--- src/rtl/core/mbe_pkg.sv ---
// ----------------------------------------------------------------------------
// mbe_pkg
// Shared widths, constants, types and helpers of the escape-time counter.
// ----------------------------------------------------------------------------
package mbe_pkg;

    localparam int FRACTION_BITS = 28;
    localparam int COORD_WIDTH   = 32;
    localparam int CNT_W         = 16;

    // z stays inside +-16, c is clamped to +-8
    localparam int ZW = FRACTION_BITS + 5;
    // multiplier operand: magnitude below 2
    localparam int MW = FRACTION_BITS + 1;
    localparam int PW = 2 * MW;
    localparam int LW = ((COORD_WIDTH > ZW) ? COORD_WIDTH : ZW) + 1;

    localparam logic [CNT_W-1:0] LIMIT_RST = CNT_W'(256);
    localparam logic [ZW-1:0]    TWO       = ZW'(1) << (FRACTION_BITS + 1);
    localparam logic [PW:0]      FOUR      = (PW + 1)'(1) << (2 * FRACTION_BITS + 2);

    typedef logic signed [COORD_WIDTH-1:0] t_coord;
    typedef logic signed [ZW-1:0]          t_z;
    typedef logic [ZW-1:0]                 t_zmag;
    typedef logic [MW-1:0]                 t_mag;
    typedef logic [PW-1:0]                 t_prod;
    typedef logic [CNT_W-1:0]              t_count;

    typedef struct packed {
        logic en;
        t_mag a;
        t_mag b;
    } t_mul_req;

    typedef struct packed {
        logic   valid;
        t_count count;
    } t_core_res;

    // sign-extend and clamp a coordinate to +-8
    function automatic t_z f_load(input t_coord raw);
        logic signed [LW-1:0] v;
        logic signed [LW-1:0] lim;
        v   = LW'(raw);
        lim = $signed(LW'(1) << (FRACTION_BITS + 3));
        if (v > lim) begin
            v = lim;
        end else if (v < -lim) begin
            v = -lim;
        end
        return t_z'(v[ZW-1:0]);
    endfunction

    function automatic t_zmag f_mag(input t_z v);
        t_zmag uv;
        uv = t_zmag'(v);
        return v[ZW-1] ? (~uv + 1'b1) : uv;
    endfunction

endpackage

--- src/rtl/core/mbe_if.sv ---
// ----------------------------------------------------------------------------
// mbe_if
// Valid/ready channels: point requests, results and the limit register write.
// ----------------------------------------------------------------------------
interface mbe_pt_if;
    import mbe_pkg::*;
    logic   valid;
    logic   ready;
    t_coord c_real;
    t_coord c_imag;
    modport source (output valid, output c_real, output c_imag, input ready);
    modport sink   (input valid, input c_real, input c_imag, output ready);
endinterface

interface mbe_res_if;
    import mbe_pkg::*;
    logic   valid;
    logic   ready;
    t_count escape_count;
    modport source (output valid, output escape_count, input ready);
    modport sink   (input valid, input escape_count, output ready);
endinterface

interface mbe_cfg_if;
    import mbe_pkg::*;
    logic   valid;
    logic   ready;
    t_count iteration_limit;
    modport source (output valid, output iteration_limit, input ready);
    modport sink   (input valid, input iteration_limit, output ready);
endinterface

--- src/rtl/core/mbe_mul.sv ---
// ----------------------------------------------------------------------------
// mbe_mul
// Shared unsigned magnitude multiplier with a registered product.
// ----------------------------------------------------------------------------
module mbe_mul (
    input  logic              i_clk,
    input  mbe_pkg::t_mul_req i_req,
    output mbe_pkg::t_prod    o_p
);
    import mbe_pkg::*;

    t_prod r_p;

    always_ff @(posedge i_clk) begin
        if (i_req.en) begin
            r_p <= PW'(i_req.a) * PW'(i_req.b);
        end
    end

    assign o_p = r_p;

endmodule

--- src/rtl/core/mbe_core.sv ---
// ----------------------------------------------------------------------------
// mbe_core
// Sequencer and z registers: states SQX, SQY, XY, UPD per z = z^2 + c step.
// ----------------------------------------------------------------------------
module mbe_core (
    input  logic               i_clk,
    input  logic               i_rst_n,
    input  logic               i_start,
    input  mbe_pkg::t_coord    i_c_real,
    input  mbe_pkg::t_coord    i_c_imag,
    input  mbe_pkg::t_count    i_limit,
    input  logic               i_res_ready,
    output logic               o_idle,
    output mbe_pkg::t_core_res o_res
);
    import mbe_pkg::*;

    typedef enum logic [5:0] {
        ST_IDLE = 6'b000001,
        ST_SQX  = 6'b000010,
        ST_SQY  = 6'b000100,
        ST_XY   = 6'b001000,
        ST_UPD  = 6'b010000,
        ST_DONE = 6'b100000
    } t_state;

    t_state   r_state, n_state;
    t_z       r_cx, r_cy, r_zx, r_zy;
    t_count   r_cnt;
    t_prod    r_sx, r_sy;

    t_mul_req mul_req;
    t_prod    mul_p;
    t_zmag    mx_full, my_full;
    logic     too_big;
    logic [PW:0]          sum;
    logic                 escaped;
    logic signed [PW:0]   diff, diff_sh;
    logic signed [PW:0]   sprod, sprod_sh;
    logic                 neg;
    t_z                   zx_new, zy_new;

    mbe_mul u_mul (
        .i_clk (i_clk),
        .i_req (mul_req),
        .o_p   (mul_p)
    );

    assign mx_full = f_mag(r_zx);
    assign my_full = f_mag(r_zy);
    assign too_big = (mx_full >= TWO) || (my_full >= TWO);

    // in ST_XY the product register holds zy^2
    assign sum     = {1'b0, r_sx} + {1'b0, mul_p};
    assign escaped = (sum >= FOUR);

    // in ST_UPD the product register holds |zx*zy|
    assign diff     = $signed({1'b0, r_sx}) - $signed({1'b0, r_sy});
    assign diff_sh  = diff >>> FRACTION_BITS;
    assign neg      = r_zx[ZW-1] ^ r_zy[ZW-1];
    assign sprod    = neg ? -$signed({1'b0, mul_p}) : $signed({1'b0, mul_p});
    assign sprod_sh = sprod >>> (FRACTION_BITS - 1);
    assign zx_new   = $signed(diff_sh[ZW-1:0]) + r_cx;
    assign zy_new   = $signed(sprod_sh[ZW-1:0]) + r_cy;

    always_comb begin
        mul_req.en = 1'b0;
        mul_req.a  = mx_full[MW-1:0];
        mul_req.b  = mx_full[MW-1:0];
        unique case (r_state)
            ST_SQX: begin
                mul_req.en = 1'b1;
            end
            ST_SQY: begin
                mul_req.en = 1'b1;
                mul_req.a  = my_full[MW-1:0];
                mul_req.b  = my_full[MW-1:0];
            end
            ST_XY: begin
                mul_req.en = 1'b1;
                mul_req.b  = my_full[MW-1:0];
            end
            default: begin
                mul_req.en = 1'b0;
            end
        endcase
    end

    always_comb begin
        n_state = r_state;
        unique case (r_state)
            ST_IDLE: begin
                if (i_start) n_state = ST_SQX;
            end
            ST_SQX: begin
                if ((r_cnt >= i_limit) || too_big) n_state = ST_DONE;
                else                               n_state = ST_SQY;
            end
            ST_SQY: begin
                n_state = ST_XY;
            end
            ST_XY: begin
                if (escaped) n_state = ST_DONE;
                else         n_state = ST_UPD;
            end
            ST_UPD: begin
                n_state = ST_SQX;
            end
            ST_DONE: begin
                if (i_res_ready) n_state = ST_IDLE;
            end
            default: begin
                n_state = ST_IDLE;
            end
        endcase
    end

    always_ff @(posedge i_clk) begin
        if (!i_rst_n) begin
            r_state <= ST_IDLE;
        end else begin
            r_state <= n_state;
        end
    end

    always_ff @(posedge i_clk) begin
        if (r_state == ST_IDLE && i_start) begin
            r_cx  <= f_load(i_c_real);
            r_cy  <= f_load(i_c_imag);
            r_zx  <= '0;
            r_zy  <= '0;
            r_cnt <= '0;
        end
        if (r_state == ST_SQY) begin
            r_sx <= mul_p;
        end
        if (r_state == ST_XY) begin
            r_sy <= mul_p;
        end
        if (r_state == ST_UPD) begin
            r_zx  <= zx_new;
            r_zy  <= zy_new;
            r_cnt <= r_cnt + 1'b1;
        end
    end

    assign o_idle      = (r_state == ST_IDLE);
    assign o_res.valid = (r_state == ST_DONE);
    assign o_res.count = r_cnt;

endmodule

--- src/rtl/core/mandelbrot_escape_time_top.sv ---
// ----------------------------------------------------------------------------
// mandelbrot_escape_time_top
// Escape-time counter for one complex point per request, Q4.28 coordinates.
// ----------------------------------------------------------------------------
//  channel  dir  handshake      payload
//  i_pt     in   valid/ready    c_real, c_imag (signed Q4.28)
//  o_res    out  valid/ready    escape_count (16 bit)
//  i_cfg    in   valid/ready    iteration_limit (16 bit, reset 256)
//
//  A point takes N z steps plus load, final check and hand-off: the one
//  29x29 multiplier is used three times per step (zx^2, zy^2, zx*zy) and
//  the update takes a further state.
//  i_pt.ready is high only while the sequencer is idle; the output register
//  holds one result, so a new request is taken while the last result waits.
//  A stalled o_res holds its result; the next point then waits in the core.
//  Synchronous active-low reset clears control state and sets the limit.
// ----------------------------------------------------------------------------
module mandelbrot_escape_time_top (
    input  logic      i_clk,
    input  logic      i_rst_n,
    mbe_pt_if.sink    i_pt,
    mbe_res_if.source o_res,
    mbe_cfg_if.sink   i_cfg
);
    import mbe_pkg::*;

    t_count    r_limit;
    logic      r_out_valid;
    t_count    r_out_count;
    logic      core_idle;
    logic      res_take;
    t_core_res core_res;

    mbe_core u_core (
        .i_clk       (i_clk),
        .i_rst_n     (i_rst_n),
        .i_start     (i_pt.valid),
        .i_c_real    (i_pt.c_real),
        .i_c_imag    (i_pt.c_imag),
        .i_limit     (r_limit),
        .i_res_ready (res_take),
        .o_idle      (core_idle),
        .o_res       (core_res)
    );

    assign i_pt.ready  = core_idle;
    assign i_cfg.ready = 1'b1;

    always_ff @(posedge i_clk) begin
        if (!i_rst_n) begin
            r_limit <= LIMIT_RST;
        end else if (i_cfg.valid) begin
            r_limit <= i_cfg.iteration_limit;
        end
    end

    assign res_take = !r_out_valid || o_res.ready;

    always_ff @(posedge i_clk) begin
        if (!i_rst_n) begin
            r_out_valid <= 1'b0;
        end else if (core_res.valid && res_take) begin
            r_out_valid <= 1'b1;
        end else if (o_res.ready) begin
            r_out_valid <= 1'b0;
        end
    end

    always_ff @(posedge i_clk) begin
        if (core_res.valid && res_take) begin
            r_out_count <= core_res.count;
        end
    end

    assign o_res.valid        = r_out_valid;
    assign o_res.escape_count = r_out_count;

endmodule

--- src/flat_wrapper.sv ---
// flat-port wrapper written by rule: the top's interface ports become plain ports
module mandelbrot_escape_time_top_flat import mbe_pkg::*;
  (i_clk, i_rst_n, i_pt_valid, i_pt_c_real, i_pt_c_imag, i_pt_ready, o_res_valid, o_res_escape_count, o_res_ready, i_cfg_valid, i_cfg_iteration_limit, i_cfg_ready);
  mbe_pt_if i_pt_i ();
  mbe_res_if o_res_i ();
  mbe_cfg_if i_cfg_i ();
  input  logic i_clk;
  input  logic i_rst_n;
  input wire logic [$bits(i_pt_i.valid)-1:0] i_pt_valid;
  input wire logic [$bits(i_pt_i.c_real)-1:0] i_pt_c_real;
  input wire logic [$bits(i_pt_i.c_imag)-1:0] i_pt_c_imag;
  output wire logic [$bits(i_pt_i.ready)-1:0] i_pt_ready;
  output wire logic [$bits(o_res_i.valid)-1:0] o_res_valid;
  output wire logic [$bits(o_res_i.escape_count)-1:0] o_res_escape_count;
  input wire logic [$bits(o_res_i.ready)-1:0] o_res_ready;
  input wire logic [$bits(i_cfg_i.valid)-1:0] i_cfg_valid;
  input wire logic [$bits(i_cfg_i.iteration_limit)-1:0] i_cfg_iteration_limit;
  output wire logic [$bits(i_cfg_i.ready)-1:0] i_cfg_ready;
  assign i_pt_i.valid = i_pt_valid;
  assign i_pt_i.c_real = i_pt_c_real;
  assign i_pt_i.c_imag = i_pt_c_imag;
  assign i_pt_ready = i_pt_i.ready;
  assign o_res_valid = o_res_i.valid;
  assign o_res_escape_count = o_res_i.escape_count;
  assign o_res_i.ready = o_res_ready;
  assign i_cfg_i.valid = i_cfg_valid;
  assign i_cfg_i.iteration_limit = i_cfg_iteration_limit;
  assign i_cfg_ready = i_cfg_i.ready;
  mandelbrot_escape_time_top u_core (.i_clk(i_clk), .i_rst_n(i_rst_n), .i_pt(i_pt_i), .o_res(o_res_i), .i_cfg(i_cfg_i));
endmodule
--- config.mk ---
export PLATFORM = sky130hd
export DESIGN_NAME = mandelbrot_escape_time_top_flat
export DESIGN_NICKNAME = d
export VERILOG_FILES = /design/src/rtl/core/mbe_pkg.sv /design/src/rtl/core/mbe_if.sv /design/src/rtl/core/mbe_mul.sv /design/src/rtl/core/mbe_core.sv /design/src/rtl/core/mandelbrot_escape_time_top.sv /design/src/flat_wrapper.sv
export SDC_FILE = /design/constraint.sdc
export NUM_CORES = 2
export LEC_CHECK = 0
export ABC_AREA = 0
export BUFFER_PORTS_ARGS = -buffer_cell sky130_fd_sc_hd__buf_2
export CAP_MARGIN = 15
export CELL_PAD_IN_SITES_DETAIL_PLACEMENT = 0
export CELL_PAD_IN_SITES_GLOBAL_PLACEMENT = 1
export CORE_MARGIN = 2
export CORE_UTILIZATION = 30
export DETAILED_ROUTE_END_ITERATION = 7
export HOLD_SLACK_MARGIN = 0.15
export PLACE_DENSITY_LB_ADDON = 0.3
export REMOVE_ABC_BUFFERS = 1
export SYNTH_ARGS = -nofsm -noshare
export SYNTH_HDL_FRONTEND = slang
export SYNTH_SLANG_ARGS = --single-unit
export TNS_END_PERCENT = 30
--- constraint.sdc ---
create_clock -name i_clk -period 26.9 [get_ports i_clk]
set_input_delay 1.345 -clock i_clk [delete_from_list [all_inputs] [get_ports i_clk]]
set_output_delay 1.345 -clock i_clk [all_outputs]
set_load 0.05 [all_outputs]
==> summary.txt <==
Floorplan
  – Starting Density: 30.27%
  – Num ports: 104
  – Die ar.: between 0.15 and 0.2 mm^2
  – Rows: 146
  – Core area: 0.1586 mm^2
  – Die Wd: 404.0 um
  – DIE HEIGHT: 404.0 um

Final layout
  – Post-route cell area: 0.05265 mm^2
  – Share of layout cells above drive strength 1: under 10%
  – Area occupied by multi-input gates: between 0.03 and 0.04 mm^2
  – Register area: 0.01055 mm^2
  – Fill count: approximately 16000
  – Layout area overhead: 9.704%
  – Nets@finish: 6395

STA
  – Worst Tran Pin Value: approximately 1200 ps
  – Setup TNS: 0 ps
  – Min cycle time layout: 11910 ps
  – Final Max Tran Viols: 0
  – Max Freq: roughly 0.084 GHz
  – Final setup fails: 0
  – Setup repair after global routing missed its margin: no
  – Final Hold Viols: 0
  – Crit share post-route: between 40% and 50%
  – Clk_skew: 23.20 ps
  – Relative slew slack: 17.10%

Setup path
  – Critical path class: reg2reg
  – CP required: 27200 ps
  – Reg2reg path depth: 33
  – CP arrival: 12210 ps
  – Crit. End Element: register
  – Crit-path max cell delay: 750 ps
  – Most used cell, CP: fa_1
  – Worst-path fanout max: 19
  – CP Launch Type: register
  – CP max-delay cell: o21a_1

Clocking
  – CTS buffer count: 37
  – TritonCTS clock tree: yes
  – Buffer count from post-CTS setup fixing: 0
  – Htree depth: 2
  – Clk sinks: 359
  – Hold Buf Count CTS: 0
  – Clk root buf: clkbuf_16
  – Skew-Pair Late Insertion Delay: 560 ps
  – Clock transition at path regs: 60 ps
  – Clock buffer depth: 3
  – Post-cts resize count: 0

Synth
  – Avg Cell Area, Syn: 9.460 um^2
  – Syn Inst Count: between 5000 and 6000
  – Number of synthesized flops with an enable pin: 336
  – Register area share after synthesis: 21.98%
  – Mapped cell area: approximately 0.048 mm^2
  – Post-synth ARST share: 0%
  – Synthesized flop and latch total: 359
  – Top_reg_cell synth: edfxtp_1
  – Synth Warn #: 0
  – Cell variety after synth: a little over 80

Placement
  – Gpl congestion: 0.9033
  – IO buf count: 102
  – Detailed Place HPWL: 130.2 mm
  – Dpl cell area: 0.05135 mm^2

Hold path
  – Worst Hold Class: reg2reg
  – Hold path cells: 2

Routing
  – ANT nets after route: 0
  – First-pass DRT Iterations: 5
  – DRC: 0
  – Initial DRC count: 2833
  – Vias: 36353
  – Routed WL: 164.9 mm
  – Via-per-instance ratio: 5.019
  – WL/cell: about 23 um

GRT
  – Overflow after GRT: 0
  – Largest net degree at the start of global routing: 80
  – First-pass GRT wire length: 246.9 mm
  – Total GRT Usage: 20.34%
  – Vias in the first global route: around 38000
  – Initial antenna violation count: 7

Status
  – Status: finished, final reports clean

Flow run
  – Number of max-cap violations: 0
registers in the layout, indices dropped and copies added (netlist names):
signal / cells
u_core.u_core.r_cx: 32
u_core.u_core.u_mul.o_p: 58
u_core.u_core.r_sy: 58
u_core.u_core.r_zy: 33
u_core.r_limit: 16
u_core.u_core.r_sx: 58
u_core.u_core.r_cy: 32
u_core.o_res.escape_count: 16
u_core.u_core.r_state: 6
u_core.u_core.r_cnt: 16
u_core.u_core.r_zx: 33
u_core.o_res.valid: 1
placed cells by master, fill, tap and decap left out, types with 8 or more instances in the layout:
cell type	n
a31oi_1	17
nand2b_1	34
and2_1	36
nor2_1	591
o21ai_0	130
nand3_1	43
or3_1	13
nand2_1	575
a21oi_1	190
xor2_1	98
a2111oi_0	8
ha_1	443
nand4_1	41
a31o_2	9
o21ai_2	10
buf_4	106
and3_1	16
o41ai_1	14
nor4_1	18
nor3b_1	12
or2_2	13
buf_2	102
xnor2_1	129
inv_1	889
a211oi_1	17
o21a_1	39
fa_1	727
a21o_1	110
dfxtp_1	23
nor3_1	47
mux2i_1	21
or4_1	11
clkbuf_16	37
o31ai_1	27
edfxtp_1	336
nor2b_1	44
o21bai_1	20
o211ai_1	14
o21ai_1	23
per-stage QoR:
| stage | setup slack, ps | std cells | utilization (%) | hold slack [ps] |
|---|---|---|---|---|
| finish | 14990 | 7243 | 33.20 | 496.3 |
| global route | 14390 | 7241 | 33.20 | 527.3 |
| CTS | 15110 | 7241 | 33.20 | 499.8 |
| detailed placement | 15160 | 7173 | 32.38 | 490.5 |
| global placement | 15150 | 7172 | 32.38 | 484.2 |
| floorplan | 10130 | 4893 | - | 457.0 |
final timing paths:
path	start	endpoint	slack (ps)
worst max-delay path	u_core.u_core.r_zx[5]$_SDFFCE_PN0P_	u_core.u_core.u_mul.o_p[56]$_DFFE_PP_	14990
worst min-delay path	u_core.r_limit[8]$_SDFFE_PN1P_	u_core.r_limit[8]$_SDFFE_PN1P_	500
worst max register to register	u_core.u_core.r_zx[5]$_SDFFCE_PN0P_	u_core.u_core.u_mul.o_p[56]$_DFFE_PP_	14990
worst min register to register	u_core.r_limit[8]$_SDFFE_PN1P_	u_core.r_limit[8]$_SDFFE_PN1P_	500
per-layer routing:
metal  vias to the layer above  track usage (%)  routed length (um)
li1                      16462                -                   -
met1                     18630            28.58               73910
met2                      1043            33.29               76790
met3                       216            2.181                9090
met4                         2            5.394                5125
met5                         -                0                  11
cells in the mapped netlist, types with 47 or more instances:
cell type,instances,area share [%]
xor2_1,99,1.8
nand2_1,575,4.5
inv_1,890,7.0
fa_1,727,30
nor2_1,593,4.6
a21oi_1,194,2.0
clkbuf_1,163,1.3
ha_1,443,12
o21ai_0,142,1.5
xnor2_1,129,2.4
edfxtp_1,336,21
a21o_1,110,1.7
nor3_1,47,0.49
worst max-delay path: cells and delay by family, from the launching register on:
kind,cells,cell delay (ps)
adder cells (fa/ha/maj),9,4370
XOR/XNOR,2,260
AND/OR/NAND/NOR,7,2890
AO/OA/AOI/OAI,10,3390
buffers and inverters,5,260
flip-flops,1,440
area by class of cell:
cell class | count | share of cell area (%)
clock inverter | 26 | 0.6702
antenna | 2 | 0.009506
inverter | 891 | 6.355
timing repair buffer | 208 | 2.481
sequential | 359 | 20.04
multi-input combinational | 3643 | 63.73
clock buffer | 42 | 1.794
tap | 2072 | 4.924
cells by family (layout without fill, tap and decap cells):
| family | count (synthesis) | count (layout) | share of synthesized area [%] |
|---|---|---|---|
| other | 1 | 3 | 0.007814 |
| AOI/OAI and AO/OA | 692 | 692 | 9.177 |
| xor gates and xnor gates | 228 | 228 | 4.161 |
| adders and majority gates | 1170 | 1170 | 41.88 |
| buffers and inverters | 1071 | 1167 | 8.413 |
| muxes | 23 | 23 | 0.4823 |
| DFF | 359 | 359 | 21.98 |
| and+or+nand+nor | 1529 | 1529 | 13.90 |
Power is not shown: default switching activity piles up to over one toggle a cycle in this logic, so the estimate is an artifact.
